### src/rtl/mmpd_pkg.sv
`timescale 1ns / 1ps
// ============================================================================
// mmpd_pkg
// Shared types, constants and helper functions of the min/max peak decimator.
// ============================================================================
package mmpd_pkg;

    // Field widths.
    localparam int LEN_W     = 17;
    localparam int TRACK_W   = 6;
    localparam int SAMPLE_W  = 24;
    localparam int PIX_W     = 13;
    localparam int QSEL_W    = 3;
    localparam int KIND_W    = 2;
    localparam int REM_W     = 12;
    localparam int THR_W     = 5;
    localparam int CFG_IDX_W = 1;
    localparam int CFG_DAT_W = 13;

    // Limits.
    localparam int MAX_BLOCK    = 65536;
    localparam int MAX_PIXELS   = 4096;
    localparam int MIN_DECIMATE = 64;
    localparam int QUEUE_DEPTH  = 4;

    // Configuration register indexes and reset values.
    localparam logic [CFG_IDX_W-1:0] CFG_TARGET_PIXELS = 1'd0;
    localparam logic [CFG_IDX_W-1:0] CFG_QUALITY_MODE  = 1'd1;
    localparam logic [PIX_W-1:0]     TARGET_PIXELS_RST = 13'd1024;
    localparam logic [QSEL_W-1:0]    QUALITY_MODE_RST  = 3'd0;

    // Input commands.
    localparam logic CMD_START  = 1'b0;
    localparam logic CMD_SAMPLE = 1'b1;

    // Result kinds.
    localparam logic [KIND_W-1:0] KIND_PASS = 2'd0;
    localparam logic [KIND_W-1:0] KIND_MIN  = 2'd1;
    localparam logic [KIND_W-1:0] KIND_MAX  = 2'd2;

    // Quality selects.
    localparam logic [QSEL_W-1:0] QSEL_HIGHEST  = 3'd0;
    localparam logic [QSEL_W-1:0] QSEL_HIGH     = 3'd1;
    localparam logic [QSEL_W-1:0] QSEL_BALANCED = 3'd2;
    localparam logic [QSEL_W-1:0] QSEL_PERF     = 3'd3;
    localparam logic [QSEL_W-1:0] QSEL_MAXIMUM  = 3'd4;

    // Operation handed from the front to the back.
    typedef enum logic [1:0] {
        OP_PASS  = 2'd0,
        OP_ACC   = 2'd1,
        OP_CLOSE = 2'd2
    } t_op;

    // Block mode, one-hot.
    typedef enum logic [3:0] {
        BM_IDLE   = 4'b0001,
        BM_BYPASS = 4'b0010,
        BM_COPY   = 4'b0100,
        BM_MINMAX = 4'b1000
    } t_block_mode;

    // One queue entry.
    typedef struct packed {
        t_op                         op;
        logic                        first;
        logic signed [SAMPLE_W-1:0]  value;
        logic                        decim;
        logic                        last;
        logic [TRACK_W-1:0]          track;
    } t_qentry;

    // Density threshold in tenths; unknown selects act as "maximum".
    function automatic logic [THR_W-1:0] thr_tenths(input logic [QSEL_W-1:0] q);
        logic [THR_W-1:0] t;
        case (q)
            QSEL_HIGHEST:  t = 5'd20;
            QSEL_HIGH:     t = 5'd15;
            QSEL_BALANCED: t = 5'd12;
            QSEL_PERF:     t = 5'd10;
            default:       t = 5'd8;
        endcase
        return t;
    endfunction

endpackage

### src/rtl/mmpd_front.sv
`timescale 1ns / 1ps
// ============================================================================
// mmpd_front
// Accepts commands, sets up a block with an iterative divider and classifies
// each sample into a pass, accumulate or bin-close operation.
// ============================================================================
module mmpd_front (
    input  logic                                i_clk,
    input  logic                                i_rst_n,
    input  logic                                i_valid,
    output logic                                o_ready,
    input  logic                                i_command,
    input  logic [mmpd_pkg::LEN_W-1:0]          i_block_length,
    input  logic [mmpd_pkg::TRACK_W-1:0]        i_track_id,
    input  logic signed [mmpd_pkg::SAMPLE_W-1:0] i_sample_value,
    input  logic [mmpd_pkg::PIX_W-1:0]          i_target_pixels,
    input  logic [mmpd_pkg::QSEL_W-1:0]         i_quality_mode,
    input  logic                                i_full,
    output logic                                o_push,
    output mmpd_pkg::t_qentry                   o_entry
);

    localparam int LW = mmpd_pkg::LEN_W;
    localparam int PW = mmpd_pkg::PIX_W;
    localparam int RW = mmpd_pkg::REM_W;
    localparam int CW = $clog2(mmpd_pkg::LEN_W + 1);
    localparam int PRODW = LW + 4;

    typedef enum logic [1:0] {
        FS_READY  = 2'b01,
        FS_DIVIDE = 2'b10
    } t_front_state;

    t_front_state              r_state;
    mmpd_pkg::t_block_mode     r_mode;
    logic [LW-1:0]             r_seen;
    logic [LW-1:0]             r_total;
    logic [LW-1:0]             r_limit;
    logic [PW-1:0]             r_pixels;
    logic [mmpd_pkg::TRACK_W-1:0] r_track;
    logic                      r_bypass;
    logic [LW-1:0]             r_step_q;
    logic [RW-1:0]             r_step_r;
    logic [LW-1:0]             r_end_q;
    logic [RW-1:0]             r_end_r;
    logic [PW-1:0]             r_bins_done;
    logic                      r_bin_open;
    logic [PW-1:0]             r_div_rem;
    logic [LW-1:0]             r_div_quo;
    logic [CW-1:0]             r_div_cnt;

    logic                      w_accept;
    logic [LW-1:0]             w_n;
    logic [PW-1:0]             w_t;
    logic [PRODW-1:0]          w_len_x10;
    logic [PRODW-1:0]          w_thr_x_t;
    logic [PW-1:0]             w_rem_sh;
    logic                      w_ge;
    logic [PW-1:0]             n_div_rem;
    logic [LW-1:0]             n_div_quo;
    logic [LW-1:0]             w_seen_nx;
    logic                      w_close;
    logic [PW:0]               w_end_r_sum;
    logic [PW-1:0]             w_bins_nx;

    assign o_ready  = (r_state == FS_READY) && !i_full;
    assign w_accept = i_valid && o_ready;

    // Saturated block length and pixel count (zero raised to one) at a start.
    always_comb begin
        w_n = (i_block_length > LW'(mmpd_pkg::MAX_BLOCK)) ? LW'(mmpd_pkg::MAX_BLOCK)
                                                         : i_block_length;
        if (i_target_pixels == '0) begin
            w_t = PW'(1);
        end else if (i_target_pixels > PW'(mmpd_pkg::MAX_PIXELS)) begin
            w_t = PW'(mmpd_pkg::MAX_PIXELS);
        end else begin
            w_t = i_target_pixels;
        end
    end

    assign w_len_x10 = (PRODW'(w_n) << 3) + (PRODW'(w_n) << 1);
    assign w_thr_x_t = PRODW'(mmpd_pkg::thr_tenths(i_quality_mode)) * PRODW'(w_t);

    // One restoring division step per cycle.
    assign w_rem_sh  = {r_div_rem[PW-2:0], r_div_quo[LW-1]};
    assign w_ge      = (w_rem_sh >= r_pixels);
    assign n_div_rem = w_ge ? (w_rem_sh - r_pixels) : w_rem_sh;
    assign n_div_quo = {r_div_quo[LW-2:0], w_ge};

    // Sample classification.
    assign w_seen_nx   = r_seen + LW'(1);
    assign w_close     = (w_seen_nx == r_end_q);
    assign w_end_r_sum = (PW+1)'(r_end_r) + (PW+1)'(r_step_r);
    assign w_bins_nx   = r_bins_done + PW'(1);

    always_comb begin
        o_push        = 1'b0;
        o_entry.op    = mmpd_pkg::OP_PASS;
        o_entry.first = !r_bin_open;
        o_entry.value = i_sample_value;
        o_entry.decim = 1'b1;
        o_entry.last  = 1'b0;
        o_entry.track = r_track;
        if (w_accept && (i_command == mmpd_pkg::CMD_SAMPLE)) begin
            case (r_mode)
                mmpd_pkg::BM_BYPASS: begin
                    o_push        = 1'b1;
                    o_entry.decim = 1'b0;
                    o_entry.last  = (w_seen_nx == r_total);
                end
                mmpd_pkg::BM_COPY: begin
                    o_push       = (r_seen < r_limit);
                    o_entry.last = (w_seen_nx == r_limit);
                end
                mmpd_pkg::BM_MINMAX: begin
                    o_push       = 1'b1;
                    o_entry.op   = w_close ? mmpd_pkg::OP_CLOSE : mmpd_pkg::OP_ACC;
                    o_entry.last = (w_bins_nx == r_pixels);
                end
                default: begin
                    o_push = 1'b0;
                end
            endcase
        end
    end

    always_ff @(posedge i_clk) begin
        if (!i_rst_n) begin
            r_state <= FS_READY;
            r_mode  <= mmpd_pkg::BM_IDLE;
        end else begin
            case (r_state)
                FS_READY: begin
                    if (w_accept && (i_command == mmpd_pkg::CMD_START)) begin
                        r_state    <= FS_DIVIDE;
                        r_mode     <= mmpd_pkg::BM_IDLE;
                        r_pixels   <= w_t;
                        r_track    <= i_track_id;
                        r_total    <= w_n;
                        r_limit    <= (w_n < LW'(w_t)) ? w_n : LW'(w_t);
                        r_seen     <= '0;
                        r_bins_done <= '0;
                        r_bin_open <= 1'b0;
                        r_bypass   <= (w_n < LW'(mmpd_pkg::MIN_DECIMATE)) ||
                                      (w_len_x10 <= w_thr_x_t);
                        r_div_rem  <= '0;
                        r_div_quo  <= w_n;
                        r_div_cnt  <= CW'(LW);
                    end else if (w_accept && (r_mode != mmpd_pkg::BM_IDLE)) begin
                        r_seen <= w_seen_nx;
                        if (w_seen_nx == r_total) begin
                            r_mode <= mmpd_pkg::BM_IDLE;
                        end
                        if (r_mode == mmpd_pkg::BM_MINMAX) begin
                            r_bin_open <= !w_close;
                            if (w_close) begin
                                r_bins_done <= w_bins_nx;
                                if (w_end_r_sum >= (PW+1)'(r_pixels)) begin
                                    r_end_r <= RW'(w_end_r_sum - (PW+1)'(r_pixels));
                                    r_end_q <= r_end_q + r_step_q + LW'(1);
                                end else begin
                                    r_end_r <= RW'(w_end_r_sum);
                                    r_end_q <= r_end_q + r_step_q;
                                end
                            end
                        end
                    end
                end
                FS_DIVIDE: begin
                    r_div_rem <= n_div_rem;
                    r_div_quo <= n_div_quo;
                    r_div_cnt <= r_div_cnt - CW'(1);
                    if (r_div_cnt == CW'(1)) begin
                        r_state  <= FS_READY;
                        r_step_q <= n_div_quo;
                        r_step_r <= RW'(n_div_rem);
                        r_end_q  <= n_div_quo;
                        r_end_r  <= RW'(n_div_rem);
                        if (r_total == '0) begin
                            r_mode <= mmpd_pkg::BM_IDLE;
                        end else if (r_bypass) begin
                            r_mode <= mmpd_pkg::BM_BYPASS;
                        end else if (n_div_quo <= LW'(1)) begin
                            r_mode <= mmpd_pkg::BM_COPY;
                        end else begin
                            r_mode <= mmpd_pkg::BM_MINMAX;
                        end
                    end
                end
                default: begin
                    r_state <= FS_READY;
                end
            endcase
        end
    end

endmodule

### src/rtl/mmpd_queue.sv
`timescale 1ns / 1ps
// ============================================================================
// mmpd_queue
// Short register queue of classified samples between front and back.
// ============================================================================
module mmpd_queue (
    input  logic              i_clk,
    input  logic              i_rst_n,
    input  logic              i_push,
    input  mmpd_pkg::t_qentry i_entry,
    output logic              o_full,
    input  logic              i_pop,
    output logic              o_valid,
    output mmpd_pkg::t_qentry o_entry
);

    localparam int DEPTH = mmpd_pkg::QUEUE_DEPTH;
    localparam int PTR_W = $clog2(DEPTH);
    localparam int CNT_W = $clog2(DEPTH + 1);

    mmpd_pkg::t_qentry r_mem [DEPTH];
    logic [PTR_W-1:0]  r_wr_ptr;
    logic [PTR_W-1:0]  r_rd_ptr;
    logic [CNT_W-1:0]  r_count;
    logic              w_do_push;
    logic              w_do_pop;

    assign o_full    = (r_count == CNT_W'(DEPTH));
    assign o_valid   = (r_count != '0);
    assign o_entry   = r_mem[r_rd_ptr];
    assign w_do_push = i_push && !o_full;
    assign w_do_pop  = i_pop && o_valid;

    always_ff @(posedge i_clk) begin
        if (w_do_push) begin
            r_mem[r_wr_ptr] <= i_entry;
        end
    end

    always_ff @(posedge i_clk) begin
        if (!i_rst_n) begin
            r_wr_ptr <= '0;
            r_rd_ptr <= '0;
            r_count  <= '0;
        end else begin
            if (w_do_push) begin
                r_wr_ptr <= (r_wr_ptr == PTR_W'(DEPTH - 1)) ? '0 : r_wr_ptr + PTR_W'(1);
            end
            if (w_do_pop) begin
                r_rd_ptr <= (r_rd_ptr == PTR_W'(DEPTH - 1)) ? '0 : r_rd_ptr + PTR_W'(1);
            end
            if (w_do_push && !w_do_pop) begin
                r_count <= r_count + CNT_W'(1);
            end else if (w_do_pop && !w_do_push) begin
                r_count <= r_count - CNT_W'(1);
            end
        end
    end

endmodule

### src/rtl/mmpd_back.sv
`timescale 1ns / 1ps
// ============================================================================
// mmpd_back
// Carries out queued operations: passes samples, keeps the running bin
// minimum and maximum, and emits min then max when a bin closes.
// ============================================================================
module mmpd_back (
    input  logic                                 i_clk,
    input  logic                                 i_rst_n,
    input  logic                                 i_q_valid,
    input  mmpd_pkg::t_qentry                    i_entry,
    output logic                                 o_pop,
    output logic                                 o_valid,
    input  logic                                 i_ready,
    output logic signed [mmpd_pkg::SAMPLE_W-1:0] o_out_value,
    output logic [mmpd_pkg::KIND_W-1:0]          o_value_kind,
    output logic                                 o_was_decimated,
    output logic [mmpd_pkg::TRACK_W-1:0]         o_out_track,
    output logic                                 o_is_last
);

    localparam int SW = mmpd_pkg::SAMPLE_W;

    logic signed [SW-1:0]             r_min;
    logic signed [SW-1:0]             r_max;
    logic                             r_max_phase;
    logic                             r_out_valid;
    logic signed [SW-1:0]             r_out_value;
    logic [mmpd_pkg::KIND_W-1:0]      r_out_kind;
    logic                             r_out_decim;
    logic [mmpd_pkg::TRACK_W-1:0]     r_out_track;
    logic                             r_out_last;

    logic                             w_can_load;
    logic                             w_load;
    logic                             w_update;
    logic signed [SW-1:0]             w_new_min;
    logic signed [SW-1:0]             w_new_max;
    logic signed [SW-1:0]             n_out_value;
    logic [mmpd_pkg::KIND_W-1:0]      n_out_kind;
    logic                             n_out_last;
    logic                             n_max_phase;

    assign w_can_load = !r_out_valid || i_ready;
    assign w_new_min  = (i_entry.first || (i_entry.value < r_min)) ? i_entry.value : r_min;
    assign w_new_max  = (i_entry.first || (i_entry.value > r_max)) ? i_entry.value : r_max;

    always_comb begin
        o_pop       = 1'b0;
        w_load      = 1'b0;
        w_update    = 1'b0;
        n_out_value = i_entry.value;
        n_out_kind  = mmpd_pkg::KIND_PASS;
        n_out_last  = i_entry.last;
        n_max_phase = r_max_phase;
        if (i_q_valid) begin
            case (i_entry.op)
                mmpd_pkg::OP_PASS: begin
                    w_load = w_can_load;
                    o_pop  = w_can_load;
                end
                mmpd_pkg::OP_ACC: begin
                    o_pop    = 1'b1;
                    w_update = 1'b1;
                end
                mmpd_pkg::OP_CLOSE: begin
                    if (!r_max_phase) begin
                        // First half: fold in the closing sample, show the minimum.
                        w_load      = w_can_load;
                        w_update    = w_can_load;
                        n_out_value = w_new_min;
                        n_out_kind  = mmpd_pkg::KIND_MIN;
                        n_out_last  = 1'b0;
                        n_max_phase = w_can_load;
                    end else begin
                        w_load      = w_can_load;
                        o_pop       = w_can_load;
                        n_out_value = r_max;
                        n_out_kind  = mmpd_pkg::KIND_MAX;
                        n_max_phase = !w_can_load;
                    end
                end
                default: begin
                    o_pop = 1'b1;
                end
            endcase
        end
    end

    always_ff @(posedge i_clk) begin
        if (w_update) begin
            r_min <= w_new_min;
            r_max <= w_new_max;
        end
        if (w_load) begin
            r_out_value <= n_out_value;
            r_out_kind  <= n_out_kind;
            r_out_decim <= i_entry.decim;
            r_out_track <= i_entry.track;
            r_out_last  <= n_out_last;
        end
    end

    always_ff @(posedge i_clk) begin
        if (!i_rst_n) begin
            r_out_valid <= 1'b0;
            r_max_phase <= 1'b0;
        end else begin
            r_max_phase <= n_max_phase;
            if (w_load) begin
                r_out_valid <= 1'b1;
            end else if (i_ready) begin
                r_out_valid <= 1'b0;
            end
        end
    end

    assign o_valid         = r_out_valid;
    assign o_out_value     = r_out_value;
    assign o_value_kind    = r_out_kind;
    assign o_was_decimated = r_out_decim;
    assign o_out_track     = r_out_track;
    assign o_is_last       = r_out_last;

endmodule

### src/rtl/minmax_peak_decimator_top.sv
`timescale 1ns / 1ps
// ============================================================================
// minmax_peak_decimator_top
// Min/max peak decimator that reduces a block of samples to display columns.
// ============================================================================
// Usage:
// The input channel (i_valid/o_ready) carries commands. A start command
// (i_command = 0) opens a block of i_block_length samples for i_track_id;
// sample commands (i_command = 1) then carry the samples in i_sample_value.
// At a start the block picks bypass (every sample passes), copy (the first
// min(N, T) samples pass) or min/max mode (each of T bins emits its minimum,
// then its maximum). Results leave on o_valid/i_ready, one per transfer.
// The configuration channel (i_cfg_valid/o_cfg_ready) writes target_pixels
// (index 0) and quality_mode (index 1); it is always ready.
// A start holds o_ready low while a one-bit-per-cycle divider computes the
// bin step N / T. A sample passes through the queue and the output register
// before its result can transfer. Bypass and copy blocks take one sample per
// cycle while the queue has room; in min/max mode the back end emits a
// minimum and a maximum per closing sample, so the four-entry queue can fill.
// When the receiver stalls, the output register holds, the queue fills and
// o_ready drops. Reset clears the output valid, the queue and the block mode
// (idle), and restores target_pixels to 1024 and quality_mode to 0.
// ============================================================================
module minmax_peak_decimator_top (
    input  logic                                 i_clk,
    input  logic                                 i_rst_n,
    // Command and sample input.
    input  logic                                 i_valid,
    output logic                                 o_ready,
    input  logic                                 i_command,
    input  logic [mmpd_pkg::LEN_W-1:0]           i_block_length,
    input  logic [mmpd_pkg::TRACK_W-1:0]         i_track_id,
    input  logic signed [mmpd_pkg::SAMPLE_W-1:0] i_sample_value,
    // Result output.
    output logic                                 o_valid,
    input  logic                                 i_ready,
    output logic signed [mmpd_pkg::SAMPLE_W-1:0] o_out_value,
    output logic [mmpd_pkg::KIND_W-1:0]          o_value_kind,
    output logic                                 o_was_decimated,
    output logic [mmpd_pkg::TRACK_W-1:0]         o_out_track,
    output logic                                 o_is_last,
    // Configuration writes.
    input  logic                                 i_cfg_valid,
    output logic                                 o_cfg_ready,
    input  logic [mmpd_pkg::CFG_IDX_W-1:0]       i_cfg_index,
    input  logic [mmpd_pkg::CFG_DAT_W-1:0]       i_cfg_data
);

    logic [mmpd_pkg::PIX_W-1:0]  r_target_pixels;
    logic [mmpd_pkg::QSEL_W-1:0] r_quality_mode;

    logic              w_push;
    logic              w_full;
    logic              w_pop;
    logic              w_q_valid;
    mmpd_pkg::t_qentry w_push_entry;
    mmpd_pkg::t_qentry w_head_entry;

    // The register file never stalls a write.
    assign o_cfg_ready = 1'b1;

    always_ff @(posedge i_clk) begin
        if (!i_rst_n) begin
            r_target_pixels <= mmpd_pkg::TARGET_PIXELS_RST;
            r_quality_mode  <= mmpd_pkg::QUALITY_MODE_RST;
        end else if (i_cfg_valid && o_cfg_ready) begin
            case (i_cfg_index)
                mmpd_pkg::CFG_TARGET_PIXELS: begin
                    r_target_pixels <= i_cfg_data[mmpd_pkg::PIX_W-1:0];
                end
                mmpd_pkg::CFG_QUALITY_MODE: begin
                    r_quality_mode <= i_cfg_data[mmpd_pkg::QSEL_W-1:0];
                end
                default: begin
                    r_quality_mode <= r_quality_mode;
                end
            endcase
        end
    end

    // Front end: block setup, divider and per-sample bin tracking.
    mmpd_front u_front (
        .i_clk           (i_clk),
        .i_rst_n         (i_rst_n),
        .i_valid         (i_valid),
        .o_ready         (o_ready),
        .i_command       (i_command),
        .i_block_length  (i_block_length),
        .i_track_id      (i_track_id),
        .i_sample_value  (i_sample_value),
        .i_target_pixels (r_target_pixels),
        .i_quality_mode  (r_quality_mode),
        .i_full          (w_full),
        .o_push          (w_push),
        .o_entry         (w_push_entry)
    );

    // Decoupling queue of classified samples.
    mmpd_queue u_queue (
        .i_clk   (i_clk),
        .i_rst_n (i_rst_n),
        .i_push  (w_push),
        .i_entry (w_push_entry),
        .o_full  (w_full),
        .i_pop   (w_pop),
        .o_valid (w_q_valid),
        .o_entry (w_head_entry)
    );

    // Back end: running min/max and the output register.
    mmpd_back u_back (
        .i_clk           (i_clk),
        .i_rst_n         (i_rst_n),
        .i_q_valid       (w_q_valid),
        .i_entry         (w_head_entry),
        .o_pop           (w_pop),
        .o_valid         (o_valid),
        .i_ready         (i_ready),
        .o_out_value     (o_out_value),
        .o_value_kind    (o_value_kind),
        .o_was_decimated (o_was_decimated),
        .o_out_track     (o_out_track),
        .o_is_last       (o_is_last)
    );

endmodule

### config.mk
export PLATFORM = sky130hd
export DESIGN_NAME = minmax_peak_decimator_top
export DESIGN_NICKNAME = d
export VERILOG_FILES = /design/src/rtl/mmpd_pkg.sv /design/src/rtl/mmpd_front.sv /design/src/rtl/mmpd_queue.sv /design/src/rtl/mmpd_back.sv /design/src/rtl/minmax_peak_decimator_top.sv
export SDC_FILE = /design/constraint.sdc
export NUM_CORES = 1
export LEC_CHECK = 0
export ABC_CLOCK_PERIOD_IN_PS = 7100
export BUFFER_PORTS_ARGS = -buffer_cell sky130_fd_sc_hd__buf_2
export CAP_MARGIN = 5
export CELL_PAD_IN_SITES_DETAIL_PLACEMENT = 0
export CELL_PAD_IN_SITES_GLOBAL_PLACEMENT = 1
export CORE_ASPECT_RATIO = 1.25
export CORE_MARGIN = 2
export CORE_UTILIZATION = 51
export CTS_CLUSTER_SIZE = 8
export DETAILED_ROUTE_END_ITERATION = 8
export GPL_TIMING_DRIVEN = 0
export PLACE_DENSITY_LB_ADDON = 0.1
export SYNTH_ARGS = -nofsm -noshare
export SYNTH_HDL_FRONTEND = slang
export SYNTH_HIERARCHICAL = 1
export SYNTH_SLANG_ARGS = --single-unit
export TNS_END_PERCENT = 10
### constraint.sdc
create_clock -name i_clk -period 7.1 [get_ports i_clk]
set_input_delay 1.065 -clock i_clk [delete_from_list [all_inputs] [get_ports i_clk]]
set_output_delay 1.065 -clock i_clk [all_outputs]
set_load 0.02 [all_outputs]
==> run metrics <==
capturing point of the worst reg2reg path=u_front/r_bypass; largest net degree at the start of global routing=32; Tmin final=approximately 6.7 ns; initial antenna violation count=0; most frequent CP cell=sky130_fd_sc_hd__fa_1; Hold Crit Class=reg -> reg; Worst Path Class, Setup=reg -> reg; iteration count of the initial detailed-routing pass=5; via count of the first global-routing pass=18,871; vias per cell=5.75; Setup violations, final=0; Port Buf Inserts=78; Post-Route Skew=0.0234 ns; startpoint types=flop; clock transition time at the flip-flop clock pins of the worst setup and hold paths=0.05 ns; sum of overflow across all layers after global routing=0; endpoints failing hold=0; worst-case reg-to-reg path depth=25; combined flip-flop and latch cell area=0.0126 mm2; count of synthesis-stage warnings from yosys=6; count of unresolved DRC violations after routing=0; slowest cell delay on critical path=0.55 ns; area added between synthesis and finish=13.0%; min-delay src=u_front/r_div_quo[2]; proportion of synthesized flip-flops having asynchronous set or reset=0%; post-route standard cell area excluding fillers=0.0297 mm2; nets=2,756; synthesized flop and latch total=between 400 and 500; clock tree sinks=~430; combined global-route utilization of all metal layers=about a quarter; number of synthesized flops with an enable pin=399; sequential-to-total area share from yosys stat=48.0%; setup slack of the most critical reg-to-reg path=0.41 ns; H-tree depth=2; Crit. End Element=flop; area of the mapped netlist=0.0263 mm2; data arrival time of the critical path=7.10 ns; count of pins on the block boundary=about 100; core area=roughly 0.05 mm2; HPWL Detailed=51.2 mm; TritonCTS Buffers=60; period utilization=94.2%; worst supply voltage drop on vdd=0.000186 V; fraction of layout cells with a size suffix above 1=between 10% and 20%; slew at the pin closest to its max-slew limit=1.22 ns; antenna-violating nets left=0; synthesized netlist cell count=between 2,000 and 2,500; CTS max path bufs=3; global-route wire length before repair=105 mm; final weighted congestion of routability-driven global placement=0.898; worst hold path depth=0; detailed-route via count=18,168; final wirelength=67.1 mm; fill count=4,301; Min-Delay Endpoint=u_front/r_step_q[3]; starting utilization of the core area=51.3%; PwrDens=202 mW/mm2; antenna diode instance count=0; library cells used by synthesis=around 90; Slew Limit Fails=0; chip width=207 um; worst-skew pair later-pin latency=about 0.62 ns; Crit path required time=7.51 ns; slowest stage cell on the critical path=sky130_fd_sc_hd__fa_1; height of the chip=258 um; multi-input logic area=0.0125 mm2; clock root buffer=sky130_fd_sc_hd__clkbuf_16; highest achievable clock rate=150 MHz; outcome=finished, final reports clean; iteration-0 DRC count of the detailed router=between 900 and 1,000; # Max-Cap Violations=0; highest net fanout along the worst path=5; Rows=93; Reg2Reg Launch Point=r_target_pixels[1]; number of cells in the finished layout apart from fillers=3,162; mean area per synthesized cell=approximately 11 um2; headroom to the max-slew limit=between 10% and 20%; TritonCTS clock tree=done; Synth Flop Type=sky130_fd_sc_hd__edfxtp_1; total cell area at the placement stage=0.0278 mm2; leakage power=~12 nW; placed cell count=3,049; average wire per cell in the routed design=21.2 um; die outline area=0.0534 mm2
## metal layers
| layer | part of all wire, % | track usage, % | vias to the layer above |
|---|---|---|---|
| met1 | 39 | 29.3 | 8819 |
| met3 | 4.7 | 3.47 | 158 |
| met5 | 0 | 0 | - |
| li1 | - | - | 8700 |
| met4 | 4.9 | 11.9 | 0 |
| met2 | 52 | 46.1 | 491 |
## critical path: cells and delay by family (launching register included)
kind | cells | cell delay [ns]
DFF | 1 | 0.34
AOI/OAI and AO/OA | 11 | 2.35
xor gates and xnor gates | 1 | 0.22
adders and majority gates | 5 | 2.25
buffers and inverters | 1 | 0.05
and+or+nand+nor | 7 | 1.26
## power by group
part	internal, W	total (W)	switching [W]	leakage [nW]
registers	0.00280	0.00282	0.0000237	3.87
logic	0.000197	0.000504	0.000306	6.93
clock network	0.00160	0.00267	0.00108	0.830
## stage by stage
| step | power [W] | TNS [ns] | worst slack (ns) | hold slack [ns] | utilization (%) |
|---|---|---|---|---|---|
| floorplan | 0.00321 | 0 | 1.05 | 0.434 | - |
| finish | 0.00600 | 0 | 0.414 | 0.484 | 57.9 |
| global route | 0.00623 | -0.00580 | -0.00580 | 0.504 | 57.9 |
| global placement | 0.00334 | -14.77 | -0.748 | 0.444 | 53.7 |
| detailed placement | 0.00335 | -0.862 | -0.862 | 0.454 | 54.3 |
| CTS | 0.00605 | 0 | 0.0953 | 0.475 | 57.8 |
## final cells by class
type	instances	share of cell area, %
Tap cell	665	2.80
Sequential cell	432	42.5
Inverter	193	2.44
Timing Repair Buffer	90	2.18
Clock buffer	110	5.72
Buffer	92	1.93
Clock inverter	3	0.198
Multi-Input combinational cell	1577	42.2
## placed cells by master, fill, tap and decap left out, types with 57 or more instances in the layout
cell type                   instances
sky130_fd_sc_hd__o21ai_0           68
sky130_fd_sc_hd__inv_1            191
sky130_fd_sc_hd__mux2i_1           57
sky130_fd_sc_hd__a21oi_1          100
sky130_fd_sc_hd__clkbuf_1          90
sky130_fd_sc_hd__clkbuf_16         60
sky130_fd_sc_hd__xnor2_1           88
sky130_fd_sc_hd__ha_1             204
sky130_fd_sc_hd__xor2_1            80
sky130_fd_sc_hd__buf_2             89
sky130_fd_sc_hd__edfxtp_1         399
sky130_fd_sc_hd__nor2_1           152
sky130_fd_sc_hd__nand2_1          194
## repair_timing
| item | CTS | global route |
|---|---|---|
| setup buffers | 1 | 0 |
| setup endpoints to repair | 1 | 1 |
| pin swaps | 1 | 0 |
| hold buffers | 0 | 0 |
| resized for setup | 11 | 14 |
## cells by family after synthesis
group           Yosys count  synth area share, %
compound gates          393                 10.1
xor+xnor                173                 5.90
fa+ha+maj               243                 12.7
buf+inv                 286                 4.93
flops                   432                 48.0
mux                     119                 6.39
other cells               2               0.0285
simple gates            644                 11.9
## registers in the layout (all words and copies together) (netlist names), 17 cells and up, named ones only
signal,count
u_front/r_total,17
u_back/r_max,24
u_front/r_seen,17
u_front/r_div_quo,17
u_queue/r_mem,140
u_back/o_out_value,24
u_front/r_end_q,17
u_front/r_limit,17
u_back/r_min,24
u_front/r_step_q,17
## cell usage after synthesis (6+ instances only)
library cell | instances | share of area (%)
sky130_fd_sc_hd__a211oi_1 | 14 | 0.40
sky130_fd_sc_hd__a21o_1 | 35 | 1.0
sky130_fd_sc_hd__a21oi_1 | 102 | 1.9
sky130_fd_sc_hd__a221o_1 | 25 | 0.95
sky130_fd_sc_hd__a31oi_1 | 12 | 0.29
sky130_fd_sc_hd__and2_1 | 12 | 0.29
sky130_fd_sc_hd__and3_1 | 11 | 0.26
sky130_fd_sc_hd__buf_2 | 11 | 0.21
sky130_fd_sc_hd__buf_4 | 26 | 0.74
sky130_fd_sc_hd__buf_6 | 6 | 0.26
sky130_fd_sc_hd__clkbuf_1 | 44 | 0.63
sky130_fd_sc_hd__dfxtp_1 | 33 | 2.5
sky130_fd_sc_hd__edfxtp_1 | 399 | 46
sky130_fd_sc_hd__fa_1 | 39 | 3.0
sky130_fd_sc_hd__ha_1 | 204 | 9.7
sky130_fd_sc_hd__inv_1 | 191 | 2.7
sky130_fd_sc_hd__mux2_2 | 27 | 1.2
sky130_fd_sc_hd__mux2i_1 | 57 | 2.2
sky130_fd_sc_hd__mux4_2 | 30 | 2.6
sky130_fd_sc_hd__nand2_1 | 196 | 2.8
sky130_fd_sc_hd__nand2b_1 | 26 | 0.62
sky130_fd_sc_hd__nand3_1 | 50 | 0.95
sky130_fd_sc_hd__nand4_1 | 39 | 0.93
sky130_fd_sc_hd__nor2_1 | 154 | 2.2
sky130_fd_sc_hd__nor2b_1 | 31 | 0.74
sky130_fd_sc_hd__nor3_1 | 38 | 0.72
sky130_fd_sc_hd__nor4_1 | 22 | 0.52
sky130_fd_sc_hd__o211ai_1 | 9 | 0.26
sky130_fd_sc_hd__o21a_1 | 19 | 0.54
sky130_fd_sc_hd__o21ai_0 | 69 | 1.3
sky130_fd_sc_hd__o21ai_1 | 26 | 0.49
sky130_fd_sc_hd__o21bai_1 | 9 | 0.26
sky130_fd_sc_hd__o31ai_1 | 12 | 0.34
sky130_fd_sc_hd__or3_1 | 32 | 0.76
sky130_fd_sc_hd__xnor2_1 | 88 | 2.9
sky130_fd_sc_hd__xor2_1 | 80 | 2.7
## worst max path at each step
stage | start | to | slack (ns) | depth (start not counted)
2_1_floorplan | r_quality_mode[0] | u_front/r_bypass | 1.05 | 24
5_1_grt | r_target_pixels[1] | u_front/r_bypass | -0.006 | 25
3_3_place_gp | r_target_pixels[12] | u_front/r_bypass | -0.75 | 26
6_report | r_target_pixels[1] | u_front/r_bypass | 0.41 | 25
4_1_cts | r_target_pixels[1] | u_front/r_bypass | 0.1 | 25
3_5_place_dp | r_target_pixels[12] | u_front/r_bypass | -0.86 | 26
No activity file was read; power rests on OpenSTA's default activity.
